File: src/hdl/assert_macros.svh
// ----------------------------------------------------------------------------
// assert_macros.svh
// assertion macros shared by the rtl, compiled out with NO_ASSERTIONS
// ----------------------------------------------------------------------------
`ifndef ASSERT_MACROS_SVH
`define ASSERT_MACROS_SVH

`ifndef NO_ASSERTIONS
// property must hold at every rising clock edge outside reset
`define LPS_ASSERT(lbl, prop, msg) \
    lbl: assert property (@(posedge clk) disable iff (!rst_n) (prop)) else $error(msg);
// expression must never be true outside reset
`define LPS_NEVER(lbl, expr, msg) \
    lbl: assert property (@(posedge clk) disable iff (!rst_n) !(expr)) else $error(msg);
`else
`define LPS_ASSERT(lbl, prop, msg)
`define LPS_NEVER(lbl, expr, msg)
`endif

`endif

File: src/hdl/lps_pkg.sv
// ----------------------------------------------------------------------------
// lps_pkg
// shared constants and types of the lexicographic point sorter
// ----------------------------------------------------------------------------
package lps_pkg;

    localparam int DEF_MAX_POINTS = 64;
    localparam int DEF_COORD_BITS = 32;
    localparam int DEF_POS_BITS   = $clog2(DEF_MAX_POINTS);
    localparam int SPECIES_BITS   = 4;
    localparam int ORIGIN_BITS    = 6;
    localparam int TAG_BITS       = SPECIES_BITS + ORIGIN_BITS;

    typedef enum logic [1:0] {
        STATE_LOAD,
        STATE_FLUSH,
        STATE_DRAIN
    } lps_state_t;

    // per-cycle command to every cell of the chain
    typedef struct packed {
        logic insert;   // compare and pass along
        logic shift;    // move held records one cell towards the output
    } cell_ctrl_t;

endpackage

File: src/hdl/lps_cell.sv
// ----------------------------------------------------------------------------
// lps_cell
// one insertion cell: keeps the smaller record, hands the larger one on
// ----------------------------------------------------------------------------
module lps_cell
    import lps_pkg::*;
#(
    parameter int COORD_BITS = DEF_COORD_BITS,
    parameter int POS_BITS   = DEF_POS_BITS
)
(
    input  logic                             clk,
    input  logic                             rst_n,
    input  cell_ctrl_t                       ctrl,
    input  logic                             in_valid,
    input  logic [3*COORD_BITS+POS_BITS-1:0] in_key,
    input  logic [TAG_BITS-1:0]              in_tag,
    input  logic                             right_valid,
    input  logic [3*COORD_BITS+POS_BITS-1:0] right_key,
    input  logic [TAG_BITS-1:0]              right_tag,
    output logic                             held_valid,
    output logic [3*COORD_BITS+POS_BITS-1:0] held_key,
    output logic [TAG_BITS-1:0]              held_tag,
    output logic                             pass_valid,
    output logic [3*COORD_BITS+POS_BITS-1:0] pass_key,
    output logic [TAG_BITS-1:0]              pass_tag
);

    localparam int KEY_W = 3 * COORD_BITS + POS_BITS;
    // flipping each sign bit gives an unsigned order over x, y, z, then position
    localparam logic [KEY_W-1:0] FLIP =
        {{3{1'b1, {(COORD_BITS-1){1'b0}}}}, {POS_BITS{1'b0}}};

    logic                held_valid_reg, held_valid_next;
    logic [KEY_W-1:0]    held_key_reg, held_key_next;
    logic [TAG_BITS-1:0] held_tag_reg, held_tag_next;
    logic                pass_valid_reg, pass_valid_next;
    logic [KEY_W-1:0]    pass_key_reg, pass_key_next;
    logic [TAG_BITS-1:0] pass_tag_reg, pass_tag_next;
    logic                held_after;

    // load position breaks ties, so identical records keep their load order
    assign held_after = (held_key_reg ^ FLIP) > (in_key ^ FLIP);

    always_comb
    begin
        held_valid_next = held_valid_reg;
        held_key_next   = held_key_reg;
        held_tag_next   = held_tag_reg;
        pass_valid_next = 1'b0;
        pass_key_next   = pass_key_reg;
        pass_tag_next   = pass_tag_reg;
        if (ctrl.shift)
        begin
            held_valid_next = right_valid;
            held_key_next   = right_key;
            held_tag_next   = right_tag;
        end
        else if (ctrl.insert && in_valid)
        begin
            if (!held_valid_reg)
            begin
                held_valid_next = 1'b1;
                held_key_next   = in_key;
                held_tag_next   = in_tag;
            end
            else if (held_after)
            begin
                held_key_next   = in_key;
                held_tag_next   = in_tag;
                pass_valid_next = 1'b1;
                pass_key_next   = held_key_reg;
                pass_tag_next   = held_tag_reg;
            end
            else
            begin
                pass_valid_next = 1'b1;
                pass_key_next   = in_key;
                pass_tag_next   = in_tag;
            end
        end
    end

    always_ff @(posedge clk or negedge rst_n)
    begin
        if (!rst_n)
        begin
            held_valid_reg <= 1'b0;
            pass_valid_reg <= 1'b0;
        end
        else
        begin
            held_valid_reg <= held_valid_next;
            pass_valid_reg <= pass_valid_next;
        end
    end

    always_ff @(posedge clk)
    begin
        held_key_reg <= held_key_next;
        held_tag_reg <= held_tag_next;
        pass_key_reg <= pass_key_next;
        pass_tag_reg <= pass_tag_next;
    end

    assign held_valid = held_valid_reg;
    assign held_key   = held_key_reg;
    assign held_tag   = held_tag_reg;
    assign pass_valid = pass_valid_reg;
    assign pass_key   = pass_key_reg;
    assign pass_tag   = pass_tag_reg;

endmodule

File: config.mk
export PLATFORM = sky130hd
export DESIGN_NAME = lps_cell
export DESIGN_NICKNAME = d
export VERILOG_FILES = /design/src/hdl/assert_macros.svh /design/src/hdl/lps_pkg.sv /design/src/hdl/lps_cell.sv
export SDC_FILE = /design/constraint.sdc
export NUM_CORES = 1
export LEC_CHECK = 0
export BUFFER_PORTS_ARGS = -buffer_cell sky130_fd_sc_hd__buf_2
export CAP_MARGIN = 20
export CORE_AREA = 2 2 179 181
export DETAILED_ROUTE_END_ITERATION = 6
export DIE_AREA = 0 0 181 183
export PLACE_DENSITY = 0.7
export SYNTH_ARGS = -nofsm -noshare
export SYNTH_HDL_FRONTEND = slang
export SYNTH_SLANG_ARGS = --single-unit
File: constraint.sdc
create_clock -name clk -period 20.7 [get_ports clk]
set_input_delay 2.07 -clock clk [delete_from_list [all_inputs] [get_ports clk]]
set_output_delay 2.07 -clock clk [all_outputs]
set_load 0.01 [all_outputs]
==> out/results.tsv, run 1 <==
stage	metric	value	unit
synthesis	synth_cell_types	44	
timing	fmax	0.173	GHz
power_and_ir_drop	p_total	1320	uW
timing	rsz0062_at_grt	false	
floorplan	core	31200	um^2
timing	timing.hold.ws	0.651	ns
synthesis	synth_xor_area_frac	0	
flow_run	maxCapViolCount	0	
clock_network	cts_tree	built	
power_and_ir_drop	p_seq_frac	0.434	
hold_path	hold_start	held_valid	
clock_network	clock_sinks	226	
synthesis	synth_mux_area_frac	0.0125	
cells_and_area	syn_to_final_growth	27.6	%
synthesis	seq_area_frac_synth	0.536	
clock_network	cts_buffers	27	
global_route	grt_use_total	0.243	
global_route	grt_pass1_vias	11300	
critical_path	start_kind	input pin	
power_and_ir_drop	p_comb_frac	0.192	
clock_network	h-tree-depth	1	
cells_and_area	fin_nets	1982	
timing	layout_min_cycle_time	5.78	ns
power_and_ir_drop	p_sw_frac	0.286	
place	dpl.hpwl	29.9	mm
synthesis	yosysTopAreaCell	edfxtp_1	
critical_path	worst-path-max-fanout	66	
critical_path	rr_endpoint	pass_key[78]	
timing	setup_viol	0	
synthesis	synth_edf_count	224	
synthesis	synth_cells	1229	
cells_and_area	drive_gt1_frac	0.342	
clock_network	clkLatencyLatePin	0.55	ns
synthesis	yosys.area_share.adder	0.101	
detailed_routing	met1_length	15.8	mm
place	gp_congestion	0.936	
hold_path	hold_depth	1	
synthesis	synth.area.top_cells	edfxtp_1 53%, nand2_1 10%, ha_1 10%	
synthesis	synthArstFlopShare	0.00885	
power_and_ir_drop	power_frac_clock	0.374	
floorplan	die_area	33100	um^2
synthesis	yosys_warnings	0	
power_and_ir_drop	power_leakage	0.00773	uW
critical_path	r2r_slack	16.15	ns
detailed_routing	met2WireLength	21.1	mm
global_route	grt_max_degree	105	
timing	worstMarginPinSlew	1.11	ns
critical_path	endpoint_kind	flip-flop	
synthesis	synthTopCellsByCount	344 x nand2_1, 224 x edfxtp_1, 112 x o21ai_0	
floorplan	pin_count	456	
detailed_routing	drtPass1Iterations	5	
timing	hold_violations	0	
synthesis	synth_seq_cells	226	
detailed_routing	finalWirelength	42.3	mm
clock_network	cts_setup_buffers	0	
detailed_routing	dr_wl_met3	4.23	mm
clock_network	clk_pin_slew	0.06	ns
floorplan	rows	65	
timing	tns	0	ns
critical_path	r2r_cells	9	
run_status	status	complete, no violations	
timing	period_share	0.279	
floorplan	dieHeight	183	um
power_and_ir_drop	ir_worst_vdd	0.0651	mV
floorplan	dieWidth	181	um
global_route	antenna_found_initial	11	
synthesis	synth_simple_gate_area_frac	0.135	
clock_network	cts_buffer_depth	3	
global_route	grt_pass1_wl	63.0	mm
synthesis	synth_fp_nets	1561	
hold_path	hold_path.class	flip-flop to flip-flop	
synthesis	netlist.area_leader.share	0.532	
clock_network	cts.hold.buffers_added	0	
power_and_ir_drop	p_int	944	uW
power_and_ir_drop	p_switching	377	uW
synthesis	synth_top_family_by_area	compound AO/OA/AOI/OAI gates	
detailed_routing	vias	11400	
floorplan	initial_utilization	0.405	
synthesis	synth.most_common_cell	nand2_1	
power_and_ir_drop	power_density	82.0	nW/um^2
critical_path	arrival	6.13	ns
clock_network	root_buffer	clkbuf_16	
synthesis	synth_compound_area_frac	0.154	
detailed_routing	highest_layer	met5	
detailed_routing	wire_per_inst	20.3	um
detailed_routing	drcViolationCount	0	
critical_path	worstSetupPathType	input pin to flip-flop	
timing	fin_skew	0.0134	ns
critical_path	r2r_start	held_key[84]	
clock_network	postCtsResizedCells	0	
timing	slew_violations	0	
hold_path	holdPathEnd	pass_valid	
synthesis	synth_area	12600	um^2
cells_and_area	fillCellCount	2849	
synthesis	yosys_most_used_dff	edfxtp_1	
critical_path	required	21.05	ns
timing	maxSlewHeadroom	0.258	
detailed_routing	postRouteAntennaNets	0	
global_route	grt_overflow	0	
detailed_routing	drt_first_iter_violations	813	
detailed_routing	vias_per_cell	5.46	
synthesis	avgSynthCellArea	10.3	um^2
place	io_buffers	455	
[cell type report]
cell class	count	area, um^2	area share
Timing Repair Buffer	466	2370	0.147
Tap cell	402	503	0.0312
Sequential cell	226	6780	0.420
Antenna cell	10	25.0	0.00155
Multi-Input combinational cell	824	5140	0.319
Inverter	105	394	0.0245
Clock inverter	14	155	0.00963
Clock buffer	36	759	0.0471
[layout by cell type (no fill, tap or decap), types with 5 or more instances in the layout]
cell type,count
buf_2,454
nand2_1,344
edfxtp_1,224
o21ai_0,111
inv_1,105
ha_1,102
o22ai_1,72
a21oi_1,42
o22ai_2,40
clkbuf_16,27
nand4_1,24
mux2_2,14
nand3_1,12
buf_4,11
diode_2,10
nor2_1,9
a21o_1,7
nor4_1,6
nor3_1,5
clkbuf_8,5
[power by group through the flow]
| stage | clock network, uW | logic [uW] | registers, uW |
|---|---|---|---|
| 2_1_floorplan | 0 | 145 | 597 |
| 3_3_place_gp | 0 | 247 | 582 |
| 3_5_place_dp | 0 | 252 | 583 |
| 4_1_cts | 503 | 254 | 574 |
| 5_1_grt | 522 | 279 | 577 |
| 6_report | 494 | 254 | 574 |
[routing by layer]
| metal | global-route usage | up-vias |
|---|---|---|
| met5 | 0 | - |
| met4 | 0.0787 | 4 |
| met3 | 0.0627 | 84 |
| li1 | - | 5276 |
| met2 | 0.436 | 661 |
| met1 | 0.285 | 5351 |
[metrics by stage]
stage               setup WS, ns  cell area (um^2)  utilization  std cells
floorplan                   8.42             12600            -       1229
global placement           14.45             15200        0.486       2023
detailed placement         14.42             15200        0.486       2023
CTS                        14.96             16100        0.515       2073
global route               14.74             16100        0.516       2080
finish                     14.92             16100        0.516       2083
[worst max-delay path: stages]
cell      delay [ns]
buf_2           0.10
inv_1           0.06
ha_1            0.32
nand4_1         0.21
nor4_1          0.70
nand4_1         0.37
nand2b_4        0.60
buf_4           0.52
a21boi_4        0.23
buf_4           0.39
o22ai_1         0.35
[worst max-delay path by stage]
stage,depth (start not counted),to,from,slack [ns]
final,11,pass_key[78],in_key[84],14.92
after global routing,11,pass_key[78],in_key[84],14.74
after CTS,11,pass_key[61],in_key[84],14.96
after detailed placement,11,pass_key[61],in_key[84],14.42
after global placement,11,pass_key[26],in_key[84],14.45
after floorplan,11,held_key[0],in_key[97],8.42
[cells by family (layout without fill, tap and decap cells)]
kind of cell | after synthesis | after routing
buf+inv | 179 | 621
mux | 14 | 14
fa+ha+maj | 102 | 102
compound gates | 294 | 294
other cells | 0 | 10
simple gates | 414 | 414
flops | 226 | 226
Note: power is estimated with default switching activity, not from simulation.
==> run 2: changes to the inputs <==
Settings changed: ABC_AREA set to 1, PLACE_DENSITY 0.7 to 0.72.
Clock period 20.7 ns to 5.03 ns, I/O delays scaled along.
==> out/results.tsv, run 2 <==
stage	metric	value	unit	change
global_route	grt_max_degree	89		-15%
hold_path	hold_path.class	input pin to flip-flop		
synthesis	synth_compound_area_frac	0.0669		-0.0873
synthesis	synth_top_family_by_area	simple AND/OR/NAND/NOR gates		
critical_path	start_kind	flip-flop		
clock_network	cts_buffer_depth	3		unchanged
global_route	grt_use_total	0.229		-0.0144
critical_path	crit_top_cell	nand2_1		
timing	worst_slack	1.46	ns	-13.46 ns
timing	timing.hold.ws	0.245	ns	-0.407 ns
cells_and_area	fillCellCount	2926		+2.7%
power_and_ir_drop	power_density	333	nW/um^2	+310%
global_route	grt_overflow	0		unchanged
cells_and_area	drive_gt1_frac	0.287		-0.0544
flow_run	maxCapViolCount	0		unchanged
critical_path	arrival	3.96	ns	-2.17 ns
timing	fin_skew	0.0169	ns	+0.00356 ns
critical_path	crit_chain	ha_1, nand2_1, nor2_1, nand2_1, nor2_2, nand2_1, nor4_2, nand3_4, nand2_4, buf_4, nand2_1, nand2_1		
floorplan	pin_count	456		unchanged
cells_and_area	syn_to_final_growth	28.2	%	
synthesis	synth_cell_types	28		-36%
power_and_ir_drop	p_int	3710	uW	+290%
floorplan	dieHeight	183	um	unchanged
floorplan	core	31200	um^2	unchanged
critical_path	slowest_delay	0.68	ns	-0.02 ns
critical_path	path_delay_family	simple AND/OR/NAND/NOR gates		
timing	setup_viol	0		unchanged
power_and_ir_drop	p_switching	1570	uW	+320%
critical_path	worst-path-max-fanout	59		-11%
synthesis	synth_simple_gate_area_frac	0.216		+0.0805
synthesis	synth.area.top_cells	edfxtp_1 54%, nand2_1 15%, ha_1 10%		
floorplan	die_area	33100	um^2	unchanged
clock_network	h-tree-depth	1		unchanged
clock_network	clock_sinks	226		unchanged
synthesis	seq_area_frac_synth	0.549		+0.0124
timing	maxSlewHeadroom	0.340		+0.0817
synthesis	synthTopCellsByCount	488 x nand2_1, 224 x edfxtp_1, 137 x inv_1		
global_route	antenna_found_initial	6		-5
floorplan	dieWidth	181	um	unchanged
clock_network	cts_buffers	26		-3.7%
cells_and_area	fin_nets	2109		+6.4%
clock_network	clkLatencyLatePin	0.53	ns	-0.02 ns
synthesis	yosys.area_share.adder	0.103		+0.00233
critical_path	r2r_slack	1.46	ns	-14.69 ns
clock_network	root_buffer	clkbuf_16		
synthesis	synth_seq_cells	226		unchanged
critical_path	critPathBufInv	1		-3
place	gp_congestion	0.927		-0.97%
synthesis	synth_edf_count	224		unchanged
clock_network	postCtsResizedCells	0		unchanged
detailed_routing	drtPass1Iterations	6		+1
place	io_buffers	455		unchanged
synthesis	yosys_most_used_dff	edfxtp_1		
cells_and_area	layout.cells.most_common_list	488 x nand2_1, 454 x buf_2, 224 x edfxtp_1, 137 x inv_1, 115 x nand3_1		
detailed_routing	drt_first_iter_violations	790		-2.8%
timing	tns	0	ns	unchanged
clock_network	cts_setup_buffers	0		unchanged
detailed_routing	vias_per_cell	5.06		-7.3%
critical_path	slowest_stage	buf_4		
critical_path	endpoint_kind	flip-flop		
timing	hold_violations	0		unchanged
synthesis	yosysTopAreaCell	edfxtp_1		
synthesis	synth_xor_area_frac	0		unchanged
detailed_routing	wire_per_inst	17.8	um	-12%
timing	slew_violations	0		unchanged
detailed_routing	vias	11100		-2.1%
power_and_ir_drop	p_sw_frac	0.297		+0.0113
detailed_routing	drcViolationCount	0		unchanged
timing	period_share	0.711		
critical_path	required	5.41	ns	-15.64 ns
detailed_routing	finalWirelength	39.3	mm	-7.2%
clock_network	clk_pin_slew	0.06	ns	about the same
synthesis	synth_fp_nets	1673		+7.2%
synthesis	synth_cells	1341		+9.1%
power_and_ir_drop	p_seq_frac	0.453		+0.019
detailed_routing	postRouteAntennaNets	0		unchanged
synthesis	synth_mux_area_frac	0		-0.0125
power_and_ir_drop	p_comb_frac	0.203		+0.011
floorplan	initial_utilization	0.395		-0.00913
synthesis	synth_area	12300	um^2	-2.3%
synthesis	synth.most_common_cell	nand2_1		
clock_network	cts_tree	built		
global_route	grt_pass1_wl	59.8	mm	-5.1%
timing	layout_min_cycle_time	3.57	ns	
timing	worstMarginPinSlew	0.990	ns	-0.124 ns
synthesis	avgSynthCellArea	9.21	um^2	-10%
synthesis	synthArstFlopShare	0.00885		unchanged
synthesis	netlist.area_leader.share	0.545		+0.0123
critical_path	worstSetupPathType	flip-flop to flip-flop		
floorplan	rows	65		unchanged
power_and_ir_drop	power_frac_clock	0.344		-0.030
run_status	status	complete, no violations		
global_route	grt_pass1_vias	10900		-3.9%
place	dpl.hpwl	29.1	mm	-2.8%
synthesis	yosys_warnings	0		unchanged
place	place_ws	1.16	ns	-13.27 ns
timing	rsz0062_at_grt	false		
power_and_ir_drop	power_leakage	0.00789	uW	+2.0%
cells_and_area	layout_commonest_cell	nand2_1		
power_and_ir_drop	ir_worst_vdd	0.236	mV	+260%
timing	fmax	0.280	GHz	
run 2: path summary, 6_finish.rpt:
check,start,end,cells after the start
worst max-delay path,held_key[35],pass_key[32],12
worst min-delay path,right_valid,held_valid,3
worst max register to register,held_key[35],pass_key[32],12
worst min register to register,held_tag[8],pass_tag[8],2
max in group asynchronous,rst_n,pass_valid,2
min in group asynchronous,rst_n,held_valid,2
run 2: logic make-up (layout without fill, tap and decap cells):
| kind of cell | count (synthesis) | after routing |
|---|---|---|
| AOI/OAI and AO/OA | 160 | 160 |
| adders and majority gates | 102 | 102 |
| buffers and inverters | 198 | 653 |
| DFF | 226 | 226 |
| other | 0 | 3 |
| and+or+nand+nor | 655 | 655 |
run 2: what timing repair did:
action                                  in CTS  in global routing
endpoints found under the hold margin        2                  0
endpoints found under the setup margin       0                  0
hold buffers                                 1                  0
run 2: stage by stage:
step	area, um^2	power [uW]	util	cells
after floorplan	12400	3050	-	1341
after global placement	15000	3470	0.481	2150
after detailed placement	15000	3500	0.481	2150
after CTS	15800	5330	0.507	2198
after global routing	15800	5540	0.507	2200
final	15800	5280	0.507	2201
run 2: area by class of cell:
type	count	area (um^2)	share of cell area
repair buffers	469	2420	0.153
flip-flops and latches	226	6780	0.428
diodes	3	7.51	0.000474
clock buffers	30	687	0.0434
multi-input cells	917	4810	0.304
inverters	137	514	0.0325
clock inverters	17	116	0.00735
well taps	402	503	0.0318
run 2: tightest hold or removal path, cell delays in order:
cell and delay, ns:
buf_2 0.08, o21ai_0 0.06, o21ai_0 0.09
run 2: per-layer routing:
| layer | global-route usage | routed length [um] |
|---|---|---|
| met1 | 0.298 | 15900 |
| met2 | 0.384 | 18700 |
| met3 | 0.0443 | 3380 |
| met4 | 0.0793 | 1300 |
| met5 | 0 | 38 |
run 2: power groups by stage:
stage,Combinational [uW],Sequential (uW),Clock (uW)
after global placement,1040,2430,0
after floorplan,581,2470,0
after CTS,1080,2390,1850
after global routing,1210,2400,1930
after detailed placement,1070,2430,0
final,1070,2390,1810
==> run 3: changes to the inputs <==
Clock period 5.03 ns to 3 ns, I/O delays scaled along.
==> out/results.tsv, run 3 (synthesis results as in run 2) <==
stage	metric	value	unit	change
global_route	antenna_found_initial	10		+4
run_status	status	complete, no violations		
detailed_routing	drt_first_iter_violations	813		+2.9%
critical_path	endpoint_kind	flip-flop		
floorplan	core	31200	um^2	unchanged
timing	rsz0062_at_grt	false		
floorplan	dieWidth	181	um	unchanged
critical_path	r2r_cells	12		unchanged
power_and_ir_drop	ir_worst_vdd	0.409	mV	+73%
power_and_ir_drop	power_leakage	0.00803	uW	+1.8%
detailed_routing	vias	11300		+1.5%
critical_path	arrival	3.16	ns	-0.80 ns
clock_network	h-tree-depth	1		unchanged
floorplan	dieHeight	183	um	unchanged
global_route	grt_pass1_wl	60.5	mm	+1.2%
clock_network	clk_pin_slew	0.06	ns	about the same
critical_path	worstSetupPathType	flip-flop to flip-flop		
detailed_routing	postRouteAntennaNets	0		unchanged
place	place_ws	-0.00672	ns	-1.16 ns
power_and_ir_drop	p_total	8880	uW	+68%
place	io_buffers	455		unchanged
floorplan	die_area	33100	um^2	unchanged
timing	layout_min_cycle_time	2.87	ns	-0.704 ns
hold_path	holdPathEnd	pass_key[50]		
clock_network	root_buffer	clkbuf_16		
timing	fmax	0.348	GHz	+25%
cells_and_area	final_cells	2226		+1.1%
detailed_routing	vias_per_cell	5.08		+0.32%
timing	slew_violations	0		unchanged
place	dpl.hpwl	29.7	mm	+2.4%
clock_network	clock_sinks	226		unchanged
global_route	grt_overflow	0		unchanged
hold_path	hold_start	in_key[50]		
hold_path	hold_depth	3		unchanged
global_route	grt_pass1_vias	11000		+0.93%
critical_path	required	3.29	ns	-2.12 ns
timing	maxSlewHeadroom	0.575		+0.235
global_route	grt_max_degree	160		+80%
floorplan	rows	65		unchanged
cells_and_area	layout.cells.most_common_list	486 x nand2_1, 454 x buf_2, 224 x edfxtp_1, 137 x inv_1, 115 x nand3_1		
floorplan	initial_utilization	0.395		unchanged
timing	period_share	0.957		+0.246
cells_and_area	fin_nets	2127		+0.85%
hold_path	hold_path.class	input pin to flip-flop		
critical_path	start_kind	flip-flop		
detailed_routing	drcViolationCount	0		unchanged
detailed_routing	finalWirelength	40.2	mm	+2.3%
critical_path	r2r_slack	0.13	ns	-1.33 ns
flow_run	maxCapViolCount	0		unchanged
cells_and_area	drive_gt1_frac	0.291		+0.00321
cells_and_area	layout_commonest_cell	nand2_1		
place	place_inst	2160		+0.47%
cells_and_area	fillCellCount	2866		-2.1%
timing	hold_violations	0		unchanged
critical_path	r2r_start	held_key[36]		
cells_and_area	syn_to_final_growth	30.7	%	
detailed_routing	drtPass1Iterations	6		unchanged
global_route	grt_use_total	0.234		+0.00494
critical_path	worst-path-max-fanout	15		-75%
place	gp_congestion	0.929		+0.27%
clock_network	cts_tree	built		
timing	worst_slack	0.129	ns	-1.33 ns
timing	fin_skew	0.0282	ns	+0.0112 ns
timing	tns	0	ns	unchanged
timing	setup_viol	0		unchanged
clock_network	cts_buffers	25		-3.8%
clock_network	clkLatencyLatePin	0.55	ns	+0.02 ns
clock_network	cts_buffer_depth	3		unchanged
power_and_ir_drop	power_density	550	nW/um^2	+65%
timing	worstMarginPinSlew	0.638	ns	-0.352 ns
detailed_routing	wire_per_inst	18.1	um	+1.2%
floorplan	pin_count	456		unchanged
timing	timing.hold.ws	0.0273	ns	-0.217 ns
critical_path	rr_endpoint	held_key[100]		
## run 3: cell types whose count changed in the layout (fill, tap and decap cells not counted), moves of 2 or more
cell	change
buf_12	+8
buf_6	+3
clkbuf_1	+6
clkbuf_8	+3
clkinv_2	-5
diode_2	+7
dlygate4sd3_1	+7
nand2_1	-2
nand2_2	+2
## run 3: worst max path at each step
| stage | start | end | slack [ns] | depth (start not counted) |
|---|---|---|---|---|
| 2_1_floorplan | held_key[99] | held_key[0] | -1.07 | 11 |
| 3_3_place_gp | held_key[21] | pass_key[4] | 0.006 | 11 |
| 3_5_place_dp | in_key[21] | pass_key[96] | -0.007 | 13 |
| 4_1_cts | held_key[101] | held_key[96] | 0.04 | 13 |
| 5_1_grt | held_key[93] | held_key[96] | 0.0004 | 13 |
| 6_report | held_key[36] | held_key[100] | 0.13 | 12 |
## run 3: worst max-delay path: stages (launching register included)
cell and delay, ns:
edfxtp_1 0.44, ha_1 0.31, nand2_1 0.06, nor2_1 0.18
nand2_1 0.14, nor2_2 0.18, nand2_2 0.13, nor4_4 0.39
nand3_4 0.16, nand2_4 0.15, a21oi_4 0.08, buf_12 0.18
buf_4 0.18
## run 3: final cells by class
class	count	area (um^2)	area share
multi-input combinational	917	4840	0.300
antenna	10	25.0	0.00155
inverter	137	514	0.0319
clock inverter	9	82.6	0.00512
clock buffer	37	701	0.0434
sequential	226	6780	0.420
tap	402	503	0.0312
timing repair buffer	488	2710	0.168
## run 3: timing repair
| item | in CTS | in global routing |
|---|---|---|
| setup buffers | 0 | 1 |
| pin swaps | 0 | 2 |
| hold endpoints to repair | 9 | 0 |
| gates resized for setup | 1 | 8 |
| hold buffers | 8 | 0 |
| endpoints found under the setup margin | 38 | 149 |
| cloned | 0 | 1 |
## run 3: power breakdown
| part | switching, uW | total (uW) | leakage [uW] | internal [uW] |
|---|---|---|---|---|
| Combinational | 1180 | 1900 | 0.00549 | 718 |
| Clock | 1270 | 2980 | 0.000378 | 1710 |
| Sequential | 171 | 4010 | 0.00216 | 3840 |
## run 3: metrics by stage
step / cell area [um^2] / util
after detailed placement: 15200 / 0.486
after floorplan: 12400 / -
after CTS: 16000 / 0.514
after global placement: 15200 / 0.486
final: 16100 / 0.517
after global routing: 16100 / 0.517
## run 3: per-layer routing
layer / up-vias / GRT usage / wire [um] / share of wire
met5: - / 0 / 0 / 0
met1: 5224 / 0.298 / 16000 / 0.40
met4: 0 / 0.0972 / 1500 / 0.037
li1: 5409 / - / - / -
met2: 573 / 0.392 / 19300 / 0.48
met3: 93 / 0.0443 / 3420 / 0.085
